$ cat src/rtl/debounced_quadrature_encoder_macros.svh
// Assertion macros used by the encoder top level.
`ifndef DEBOUNCED_QUADRATURE_ENCODER_MACROS_SVH
`define DEBOUNCED_QUADRATURE_ENCODER_MACROS_SVH

// Same-cycle implication, checked on every rising clk edge out of reset.
`define DQE_ASSERT_NOW(label, ante, cons, msg) \
    label: assert property (@(posedge clk) disable iff (!rst_n) (ante) |-> (cons)) \
        else $error(msg);

// Next-cycle implication, checked on every rising clk edge out of reset.
`define DQE_ASSERT_NEXT(label, ante, cons, msg) \
    label: assert property (@(posedge clk) disable iff (!rst_n) (ante) |=> (cons)) \
        else $error(msg);

`endif

$ cat src/rtl/dqe_pkg.sv
// Package: types, codes and constants of the debounced quadrature encoder.
`timescale 1ns / 1ps

package dqe_pkg;

    localparam int OP_W     = 2;
    localparam int POS_W    = 16;
    localparam int CNT_W    = 16;
    localparam int PRESS_W  = 8;
    localparam int PADDR_W  = 3;
    localparam int PDATA_W  = 32;

    // Read prescale, a power of two, so the divide in the top level is a shift with rounding fix.
    localparam int PRESCALE = 4;
    localparam logic signed [POS_W-1:0] PRESCALE_DIV = POS_W'(PRESCALE);

    localparam logic [CNT_W-1:0]   STABLE_SAMPLES_RST = CNT_W'(20);
    localparam logic [CNT_W-1:0]   CNT_MAX            = '1;
    localparam logic [PRESS_W-1:0] PRESS_MAX          = '1;

    typedef enum logic [OP_W-1:0] {
        OP_TICK = 2'd0,
        OP_READ = 2'd1,
        OP_TAKE = 2'd2
    } dqe_op_t;

    typedef enum logic [1:0] {
        MODE_UNSTABLE   = 2'd0,
        MODE_TRANSITION = 2'd1,
        MODE_STABLE     = 2'd2
    } dqe_mode_t;

    // Word index of the configuration registers (paddr[2]).
    localparam logic REG_STABLE_SAMPLES = 1'b0;

    // Debounced view of one line after the current tick.
    typedef struct packed {
        dqe_mode_t mode;
        logic      level;
    } dqe_line_t;

endpackage

$ cat src/rtl/dqe_debounce.sv
// Three-state debouncer for one sampled line.
`timescale 1ns / 1ps

module dqe_debounce import dqe_pkg::*;
(
    input  logic             clk,
    input  logic             rst_n,
    input  logic             tick,
    input  logic             level,
    input  logic [CNT_W-1:0] stable_samples,
    output dqe_line_t        line
);

    dqe_mode_t        mode_reg, mode_next;
    logic             last_reg;
    logic [CNT_W-1:0] count_reg, count_next;

    always_comb
    begin
        mode_next  = mode_reg;
        count_next = count_reg;
        case (mode_reg)
            MODE_UNSTABLE:
            begin
                if (level == last_reg)
                begin
                    if (count_reg != CNT_MAX)
                        count_next = count_reg + CNT_W'(1);
                end
                else
                begin
                    count_next = '0;
                end
                if (count_next == stable_samples)
                    mode_next = MODE_TRANSITION;
            end
            MODE_TRANSITION:
            begin
                mode_next = MODE_STABLE;
            end
            default:
            begin
                // stable: any level change restarts settling
                if (level != last_reg)
                begin
                    count_next = '0;
                    mode_next  = MODE_UNSTABLE;
                end
            end
        endcase
    end

    assign line.mode  = mode_next;
    assign line.level = level;

    always_ff @(posedge clk or negedge rst_n)
    begin
        if (!rst_n)
        begin
            mode_reg  <= MODE_UNSTABLE;
            last_reg  <= 1'b0;
            count_reg <= '0;
        end
        else if (tick)
        begin
            mode_reg  <= mode_next;
            last_reg  <= level;
            count_reg <= count_next;
        end
    end

endmodule

$ cat config.mk
export PLATFORM = sky130hd
export DESIGN_NAME = dqe_debounce
export DESIGN_NICKNAME = d
export VERILOG_FILES = /design/src/rtl/debounced_quadrature_encoder_macros.svh /design/src/rtl/dqe_pkg.sv /design/src/rtl/dqe_debounce.sv
export SDC_FILE = /design/constraint.sdc
export NUM_CORES = 1
export LEC_CHECK = 0
export BUFFER_PORTS_ARGS = -buffer_cell sky130_fd_sc_hd__buf_4
export CORE_UTILIZATION = 61
export CTS_CLUSTER_DIAMETER = 150
export DETAILED_ROUTE_END_ITERATION = 8
export GPL_ROUTABILITY_DRIVEN = 0
export HOLD_SLACK_MARGIN = 0.15
export PLACE_DENSITY = 0.94
export SETUP_SLACK_MARGIN = 0.3
export SYNTH_ARGS = -nofsm -noshare
export SYNTH_HDL_FRONTEND = slang
export SYNTH_SLANG_ARGS = --single-unit
$ cat constraint.sdc
create_clock -name clk -period 8.1 [get_ports clk]
set_clock_uncertainty 0.15 [all_clocks]
set_input_delay 1.215 -clock clk [delete_from_list [all_inputs] [get_ports clk]]
set_output_delay 1.215 -clock clk [all_outputs]
set_load 0.05 [all_outputs]
==> metrics.txt, run 1 <==
slowest stage delay, CP 0.79 ns; worst setup margin 2.79 ns; type of the worst min-delay path flop to flop; Slew @ Worst Pin 0.980 ns; Root Driver clkbuf_4; # IOs 23; DR DRC count 1; CP startpoint count_reg[0]; Psw 0.0761 mW; DP Wirelength 3580 um; WL/cell 18.2 um; Worst path top cell family by delay simple AND/OR/NAND/NOR gates; die footprint 0.00336 mm^2; commonest non-fill, non-tap cells in the layout buf_4 (23), nor2_1 (22), nand2_1 (22); internal power 0.143 mW; CTS Hold Bufs 0; CP Depth 9; minimum clock period 5.31 ns; max_slew headroom 0.345; vias in the first global route 1665; Yosys cell types 57; layout cells sized above 1 0.175; slowest CP cell nor4_4; Synth Register Bits 19; H-Tree Depth 1; Crit path required time 6.73 ns; CP endpoint kind primary output; status finished, violations left; setup tns final 0 ns; n_diodes 0; max_cap viols 0; Num CTS Buffers 3; largest net degree at the start of global routing 20; crit-path cells ha_1 > nand4_4 > nor4_4 > nor3_1 > nor4_1 > nand4_1 > or4_1 > o31ai_1 > buf_4; CP Max Fanout 14; Yosys warnings 0; share of total power in combinational logic 0.302; maximum buffer depth of the clock tree 2; RSZ-0062 raised after global routing false; clk_lat worst skew 0.30 ns; detailed-route via count 1882; flop2flop setup slack 4.45 ns; max reg flops 16; fmax 0.188 GHz; nets@finish 262; total track usage 0.310; Post-DRT Antenna Nets 0; core area 0.00285 mm^2; Slew Viols, Final 0; drt first pass iters 7; top-area cell type share of the netlist area 0.249; vias per inst 6.94; P_leak 0.826 nW; synthesized area 0.00191 mm^2; final worst path period share 0.656; Setup CP Type flop to primary output; TritonCTS clock tree done; initial antenna violation count 0; FF-to-FF End mode_reg[0]; Die H 58.0 um; sequential area share after synthesis 0.249; Clock transition at path regs 0.10 ns; r2r startpoint count_reg[0]; # port buffers 22; pre-CTS setup slack 3.03 ns; Die X 58.0 um; switch share 0.347; Reg2Reg Depth 8; Initial Util 0.670; failing checks design-rule violations; syn avg cell area 8.20 um^2; Worst Hold Depth 2; Data arrival, critical path 3.95 ns; synth-to-layout area growth 4.13%; startpoint types flop; pwr dens 110 mW/mm^2; GR Overflow Total 0; first-pass GRT wire length 7890 um; Worst IR Drop VDD 0.0000788 V; top_reg_cell synth dfrtp_1; clock power share 0.221; row count 19; # setup viols final 0; cells after synthesis 233; Synth async-reset ratio 1.00; WL final 4920 um; WP buf/inv 1; CTS resizes 0; top area cells in the synthesized netlist dfrtp_1 (25%), nand2_1 (4.3%), nor2_1 (4.3%), a21oi_1 (3.7%), mux2i_1 (3.7%); Net Count, Synth 254; number of setup buffers added after CTS 0; EDFF count, synth 0; share of total power in sequential cells 0.477; commonest non-fill, non-tap cell in the layout buf_4; Num Clock Sinks 19; violation count after the first detailed-route iteration 211; Fin. Hold Viols 0; worst setup path endpoint line[1]; area leader, netlist dfrtp_1
## area by class of cell
| type | instances | area, um^2 |
|---|---|---|
| clock buffers | 4 | 26.3 |
| fillers | 229 | 863 |
| repair buffers | 23 | 173 |
| multi-input cells | 191 | 1260 |
| well taps | 31 | 38.8 |
| flip-flops and latches | 19 | 475 |
| inverters | 3 | 11.3 |
## worst min path at each step
stage	startpoint	to	slack, ns
3_3_place_gp	mode_reg[0]	mode_reg[0]	0.37
3_5_place_dp	mode_reg[0]	mode_reg[0]	0.37
6_report	mode_reg[0]	mode_reg[0]	0.40
2_1_floorplan	mode_reg[0]	mode_reg[0]	0.34
4_1_cts	mode_reg[0]	mode_reg[0]	0.40
5_1_grt	mode_reg[0]	mode_reg[0]	0.45
## power by group through the flow
stage	clock network, mW	registers (mW)	logic [mW]
after detailed placement	0	0.106	0.0646
after floorplan	0	0.104	0.0456
final	0.0485	0.105	0.0664
after global routing	0.0538	0.105	0.0728
after global placement	0	0.106	0.0631
after CTS	0.0513	0.104	0.0652
## metal layers
metal	GRT usage	vias to the layer above	wire length, um	part of all wire
li1	-	896	-	-
met1	0.430	875	2110	0.43
met2	0.501	99	2320	0.47
met3	0.0246	12	412	0.084
met4	0.122	0	81	0.016
met5	0	-	0	0
## through the flow
step	cell area [um^2]	total power [mW]	utilization	hold WS, ns	instances
after global routing	1990	0.232	0.697	0.454	271
after global placement	1960	0.169	0.688	0.373	267
after detailed placement	1960	0.171	0.688	0.374	267
after floorplan	1910	0.150	-	0.339	233
after CTS	1990	0.221	0.697	0.399	271
final	1990	0.219	0.697	0.401	271
## cell usage after synthesis, types with 2 or more instances
cell type	instances
and4_1	4
a2111oi_0	2
o21a_1	2
nor2b_1	3
a31oi_1	10
nand3_1	11
xor2_1	6
xnor2_1	4
nand4_4	2
o211ai_1	3
nand2_1	22
mux2_2	5
or4_1	2
a41oi_1	3
o21ai_0	12
dfrtp_1	19
mux2i_1	7
nor4_1	6
nor3_1	10
nor4_4	2
nand2b_1	3
buf_4	3
clkbuf_8	3
and3_1	4
a21oi_1	14
o31ai_1	5
inv_1	3
nor2_1	22
clkbuf_1	4
buf_2	5
buf_6	2
nand4_1	5
## worst register-to-register path, delay by kind of cell, from the launching register on
kind	cells	cell delay [ns]
AO/OA/AOI/OAI	1	0.25
adder cells (fa/ha/maj)	1	0.44
flip-flops	1	0.47
AND/OR/NAND/NOR	6	2.24
## cells by family after synthesis
family          synth area share
fa+ha+maj                0.00655
flops                      0.249
xor+xnor                  0.0458
mux                       0.0661
simple gates               0.334
buf+inv                   0.0891
compound gates             0.210
No activity file was read; power rests on OpenSTA's default activity.
==> inputs of run 2 (changes only) <==
--- a/config.mk
+++ b/config.mk
@@ -6,12 +6,12 @@
 export NUM_CORES = 1
 export LEC_CHECK = 0
 export BUFFER_PORTS_ARGS = -buffer_cell sky130_fd_sc_hd__buf_4
-export CORE_UTILIZATION = 61
+export CORE_UTILIZATION = 53
 export CTS_CLUSTER_DIAMETER = 150
 export DETAILED_ROUTE_END_ITERATION = 8
 export GPL_ROUTABILITY_DRIVEN = 0
 export HOLD_SLACK_MARGIN = 0.15
-export PLACE_DENSITY = 0.94
+export PLACE_DENSITY = 0.88
 export SETUP_SLACK_MARGIN = 0.3
 export SYNTH_ARGS = -nofsm -noshare
 export SYNTH_HDL_FRONTEND = slang
==> constraint.sdc (replaced) <==
create_clock -name clk -period 4.59 [get_ports clk]
set_clock_uncertainty 0.15 [all_clocks]
set_input_delay 0.6885 -clock clk [delete_from_list [all_inputs] [get_ports clk]]
set_output_delay 0.6885 -clock clk [all_outputs]
set_load 0.05 [all_outputs]
==> run 2 against run 1 <==
The flow now finishes without violations. First-iteration DRC count is 45% higher. Clock power grew 93%. Critical endpoint unchanged. Hold slack better by 0.011 ns.
==> metrics.txt, run 2 (synthesis results as in run 1) <==
status finished clean; final worst path period share 0.917; CP startpoint count_reg[5]; CP endpoint kind primary output; # IOs 23; DP Wirelength 3610 um; vias in the first global route 1746; Setup CP Type flop to primary output; CP Max Fanout 13; WL/cell 17.7 um; type of the worst min-delay path flop to flop; H-Tree Depth 1; # port buffers 22; Clock transition at path regs 0.13 ns; Final Power 0.407 mW; # setup viols final 0; commonest non-fill, non-tap cells in the layout buf_4 (29), nor2_1 (22), nand2_1 (22); vias per inst 6.67; initial antenna violation count 0; TritonCTS clock tree done; pre-CTS setup slack 0.252 ns; minimum clock period 4.21 ns; WL final 5180 um; Crit path required time 3.75 ns; largest net degree at the start of global routing 20; layout cells sized above 1 0.223; Die H 62.0 um; core area 0.00339 mm^2; GR Overflow Total 0; n_diodes 0; RSZ-0062 raised after global routing false; P_leak 0.859 nW; hold path startpoint mode_reg[0]; Root Driver clkbuf_4; nets@finish 269; startpoint types flop; worst setup margin 0.379 ns; Slew @ Worst Pin 1.00 ns; row count 21; violation count after the first detailed-route iteration 305; Worst IR Drop VDD 0.0000852 V; # fillers 287; fmax 0.237 GHz; max_slew headroom 0.331; max reg flops 16; DR DRC count 0; clk_lat worst skew 0.31 ns; pwr dens 193 mW/mm^2; Data arrival, critical path 3.37 ns; Num CTS Buffers 3; first-pass GRT wire length 8110 um; Post-DRT Antenna Nets 0; detailed-route via count 1953; Die X 62.0 um; setup tns final 0 ns; Initial Util 0.564; maximum buffer depth of the clock tree 2; Num Clock Sinks 19; total track usage 0.285; r2r startpoint count_reg[5]; max_cap viols 0; commonest non-fill, non-tap cell in the layout buf_4; drt first pass iters 5; synth-to-layout area growth 10.0%; Fin. Hold Viols 0; die footprint 0.00385 mm^2; Slew Viols, Final 0
[run 2: critical path, stage by stage, from the launching register on]
cell and delay, ns:
dfrtp_1 0.62, nand3_4 0.25, nor4_4 0.43, buf_4 0.18, xnor2_1 0.13, mux2i_1 0.24
nand4_1 0.11, or4_1 0.57, o31ai_2 0.29, buf_4 0.24
[run 2: layout make-up]
type / instances / area (um^2) / area share
tap: 46 / 57.6 / 0.0274
multi-input combinational: 191 / 1300 / 0.617
clock buffer: 3 / 22.5 / 0.0107
clock inverter: 1 / 7.51 / 0.00357
timing repair buffer: 30 / 228 / 0.108
inverter: 3 / 11.3 / 0.00536
sequential: 19 / 479 / 0.228
[run 2: layer usage]
metal  share of wire  track usage  vias to the layer above  routed length [um]
met3           0.091       0.0538                       23                 474
met1            0.41        0.390                      903                2140
met2            0.45        0.427                      122                2350
li1                -            -                      905                   -
met4           0.042        0.146                        0                 218
met5               0            0                        -                   0
[run 2: worst paths after layout]
| path | slack, ns | cells after the start | endpoint |
|---|---|---|---|
| max in group asynchronous | 3.43 | 2 | count_reg[2] |
| min in group asynchronous | 0.63 | 2 | mode_reg[1] |
| min | 0.41 | 2 | mode_reg[0] |
| max | 0.38 | 9 | line[1] |
| min reg2reg | 0.41 | 2 | mode_reg[0] |
| max reg2reg | 1.59 | 8 | mode_reg[0] |
[run 2: through the flow]
stage	cell area, um^2	utilization	std cells	hold slack (ns)
6_report	2100	0.620	293	0.412
2_1_floorplan	1920	-	233	0.243
4_1_cts	2050	0.605	290	0.408
3_5_place_dp	1990	0.588	283	0.387
5_1_grt	2100	0.620	293	0.462
3_3_place_gp	1990	0.588	283	0.367
[run 2: what timing repair did]
action	in CTS	in global routing
resized for setup	1	6
buffers inserted	2	3
endpoints found under the hold margin	19	0
setup endpoints to repair	1	1
hold buffers	1	0
pin swaps	1	1
[run 2: power breakdown]
| part | switching (mW) | internal (mW) |
|---|---|---|
| Clock | 0.0605 | 0.0333 |
| Sequential | 0.0129 | 0.174 |
| Combinational | 0.0746 | 0.0509 |
| Total | 0.148 | 0.259 |
==> inputs of run 3 (changes only) <==
--- a/config.mk
+++ b/config.mk
@@ -5,13 +5,14 @@
 export SDC_FILE = /design/constraint.sdc
 export NUM_CORES = 1
 export LEC_CHECK = 0
+export ABC_AREA = 1
 export BUFFER_PORTS_ARGS = -buffer_cell sky130_fd_sc_hd__buf_4
-export CORE_UTILIZATION = 53
+export CORE_UTILIZATION = 51
 export CTS_CLUSTER_DIAMETER = 150
 export DETAILED_ROUTE_END_ITERATION = 8
 export GPL_ROUTABILITY_DRIVEN = 0
 export HOLD_SLACK_MARGIN = 0.15
-export PLACE_DENSITY = 0.88
+export PLACE_DENSITY = 0.86
 export SETUP_SLACK_MARGIN = 0.3
 export SYNTH_ARGS = -nofsm -noshare
 export SYNTH_HDL_FRONTEND = slang
==> run 3 against run 2 <==
The run now ends with design-rule violations left. Fmax increased by 16%. Global-route usage decreased by 2.8 points. Sequential power about the same. Critical path type is now primary input to primary output. Largest power group unchanged. Synthesized area decreased by 19%. Largest cell class unchanged. Die area decreased by 16%. Power decreased by 3.4%. Synthesized cell count increased by 5.6%. First-iteration DRC count decreased by 75%. Count of clock-buffer cells in the layout increased by 1. Utilization increased by 0.16 points.
==> metrics.txt, run 3 <==
status finished, violations left; failing checks design-rule violations; Data arrival, critical path 2.80 ns; top-count cell post-synth nand2_1; final worst path period share 0.794; Yosys cell types 21; Synth Area in XOR/XNOR 0.0340; violation count after the first detailed-route iteration 76; area leader, netlist dfrtp_1; Crit path required time 3.75 ns; Slew @ Worst Pin 1.12 ns; WL final 3770 um; area share of fa/ha/maj cells after synthesis 0.00810; DR DRC count 2; detailed-route via count 1620; Slew Viols, Final 0; layout cells sized above 1 0.124; setup tns final 0 ns; Clock transition at path regs 0.11 ns; EDFF count, synth 0; startpoint types primary input; DP Wirelength 2760 um; H-Tree Depth 1; pwr dens 225 mW/mm^2; minimum clock period 3.64 ns; largest family of logic cells by synthesized area simple AND/OR/NAND/NOR gates; Final Power 0.393 mW; syn avg cell area 6.28 um^2; vias per inst 5.45; die footprint 0.00325 mm^2; hold path startpoint last_reg; CP Max Fanout 30; Net Count, Synth 267; max_slew headroom 0.251; TritonCTS clock tree done; Num CTS Buffers 3; largest net degree at the start of global routing 31; Hold Crit Endpoint last_reg; sequential area share after synthesis 0.308; core area 0.00281 mm^2; # IOs 23; Fin. Hold Viols 0; vias in the first global route 1497; commonest cells in the netlist nand2_1 (82), nand3_1 (33), inv_1 (30); row count 19; top-area cell type share of the netlist area 0.308; Compound-Gate Fraction of Synth Area 0.0891; max_cap viols 0; synth-to-layout area growth 13.0%; GR Overflow Total 0; nets@finish 288; Synth Register Bits 19; WL/cell 12.7 um; type of the worst min-delay path flop to flop; # setup viols final 0; r2r startpoint last_reg; Worst Hold Depth 2; flop2flop setup slack 2.05 ns; # port buffers 22; maximum buffer depth of the clock tree 2; synthesized area 0.00154 mm^2; FF-to-FF End mode_reg[0]; clk_lat worst skew 0.31 ns; initial antenna violation count 0; P_leak 0.837 nW; number of setup buffers added after CTS 0; mux cell area share after synthesis 0; Root Driver clkbuf_4; commonest non-fill, non-tap cells in the layout nand2_1 (82), nand3_1 (33), inv_1 (30); Initial Util 0.550; Post-Synth Simple-Gate Area 0.459; cells after synthesis 246; CP endpoint kind primary output; commonest non-fill, non-tap cell in the layout nand2_1; Worst IR Drop VDD 0.000168 V; max reg flops 16; drt first pass iters 6; first-pass GRT wire length 6520 um; Yosys warnings 0; Setup CP Type primary input to primary output; Die H 57.0 um; Die X 57.0 um; top area cells in the synthesized netlist dfrtp_1 (31%), nand2_1 (20%), nand3_1 (11%), inv_1 (7.3%), o22ai_1 (5.7%); top_reg_cell synth dfrtp_1; RSZ-0062 raised after global routing false; # fillers 293; Num Clock Sinks 19; Reg2Reg Depth 11; total track usage 0.257; fmax 0.275 GHz; n_diodes 0; Post-DRT Antenna Nets 0; Synth async-reset ratio 1.00
[run 3: changes by cell type after synthesis, sizes merged, moves of 6 or more]
cell / delta
inv: +28
nand3b: +6
buf: -7
nor3: -10
nand2: +64
mux2i: -7
o22ai: +13
a31oi: -10
nand3: +21
a21oi: -11
nor4: -8
[run 3: layout make-up]
class,instances,area [um^2],share of cell area
multi-input cells,189,912,0.523
flip-flops and latches,19,475,0.273
repair buffers,23,175,0.100
inverters,31,116,0.0667
well taps,31,38.8,0.0222
clock buffers,4,26.3,0.0151
[run 3: timing repair]
action | CTS | global route
hold buffers | 1 | 0
hold endpoints to repair | 19 | 0
resized for setup | 0 | 0
[run 3: per-stage QoR]
step	instances	util	hold WS (ns)	setup slack, ns	area, um^2
5_1_grt	297	0.622	0.416	0.785	1740
6_report	297	0.622	0.380	0.947	1740
3_3_place_gp	292	0.609	0.332	1.07	1710
4_1_cts	297	0.622	0.385	0.967	1740
2_1_floorplan	246	-	0.243	1.81	1540
3_5_place_dp	292	0.609	0.353	0.968	1710
[run 3: power by group]
| group | switching [mW] | internal, mW | total (mW) |
|---|---|---|---|
| registers | 0.0113 | 0.177 | 0.188 |
| logic | 0.0750 | 0.0386 | 0.114 |
| clock network | 0.0573 | 0.0340 | 0.0913 |
| total | 0.144 | 0.249 | 0.393 |
[run 3: worst max-delay path by stage]
stage	start	endpoint	slack, ns	cells after the start
2_1_floorplan	count_reg[1]	line[1]	1.81	16
3_3_place_gp	level	line[1]	1.07	11
3_5_place_dp	level	line[1]	0.97	11
4_1_cts	level	line[1]	0.97	11
5_1_grt	level	line[1]	0.78	11
6_report	level	line[1]	0.95	11
[run 3: cell families after synthesis]
logic type | count (synthesis)
compound gates | 24
xor+xnor | 6
fa+ha+maj | 1
buf+inv | 38
flops | 19
simple gates | 158
[run 3: worst max-delay path, stage by stage]
cell and delay, ns:
buf_4 0.12, xor2_1 0.16, inv_1 0.65, o21ai_0 0.31
xnor2_1 0.20, nor2_1 0.10, nand2_1 0.06, nor2_1 0.15
nand2_1 0.08, nand2_2 0.07, buf_4 0.20
[run 3: layer usage]
layer  up-vias  share of wire  wire, um  track usage
li1        846              -         -            -
met4         0          0.014        52       0.0871
met2        46           0.48      1820        0.435
met5         -              0         0            0
met3         5          0.037       139       0.0204
met1       723           0.47      1760        0.350
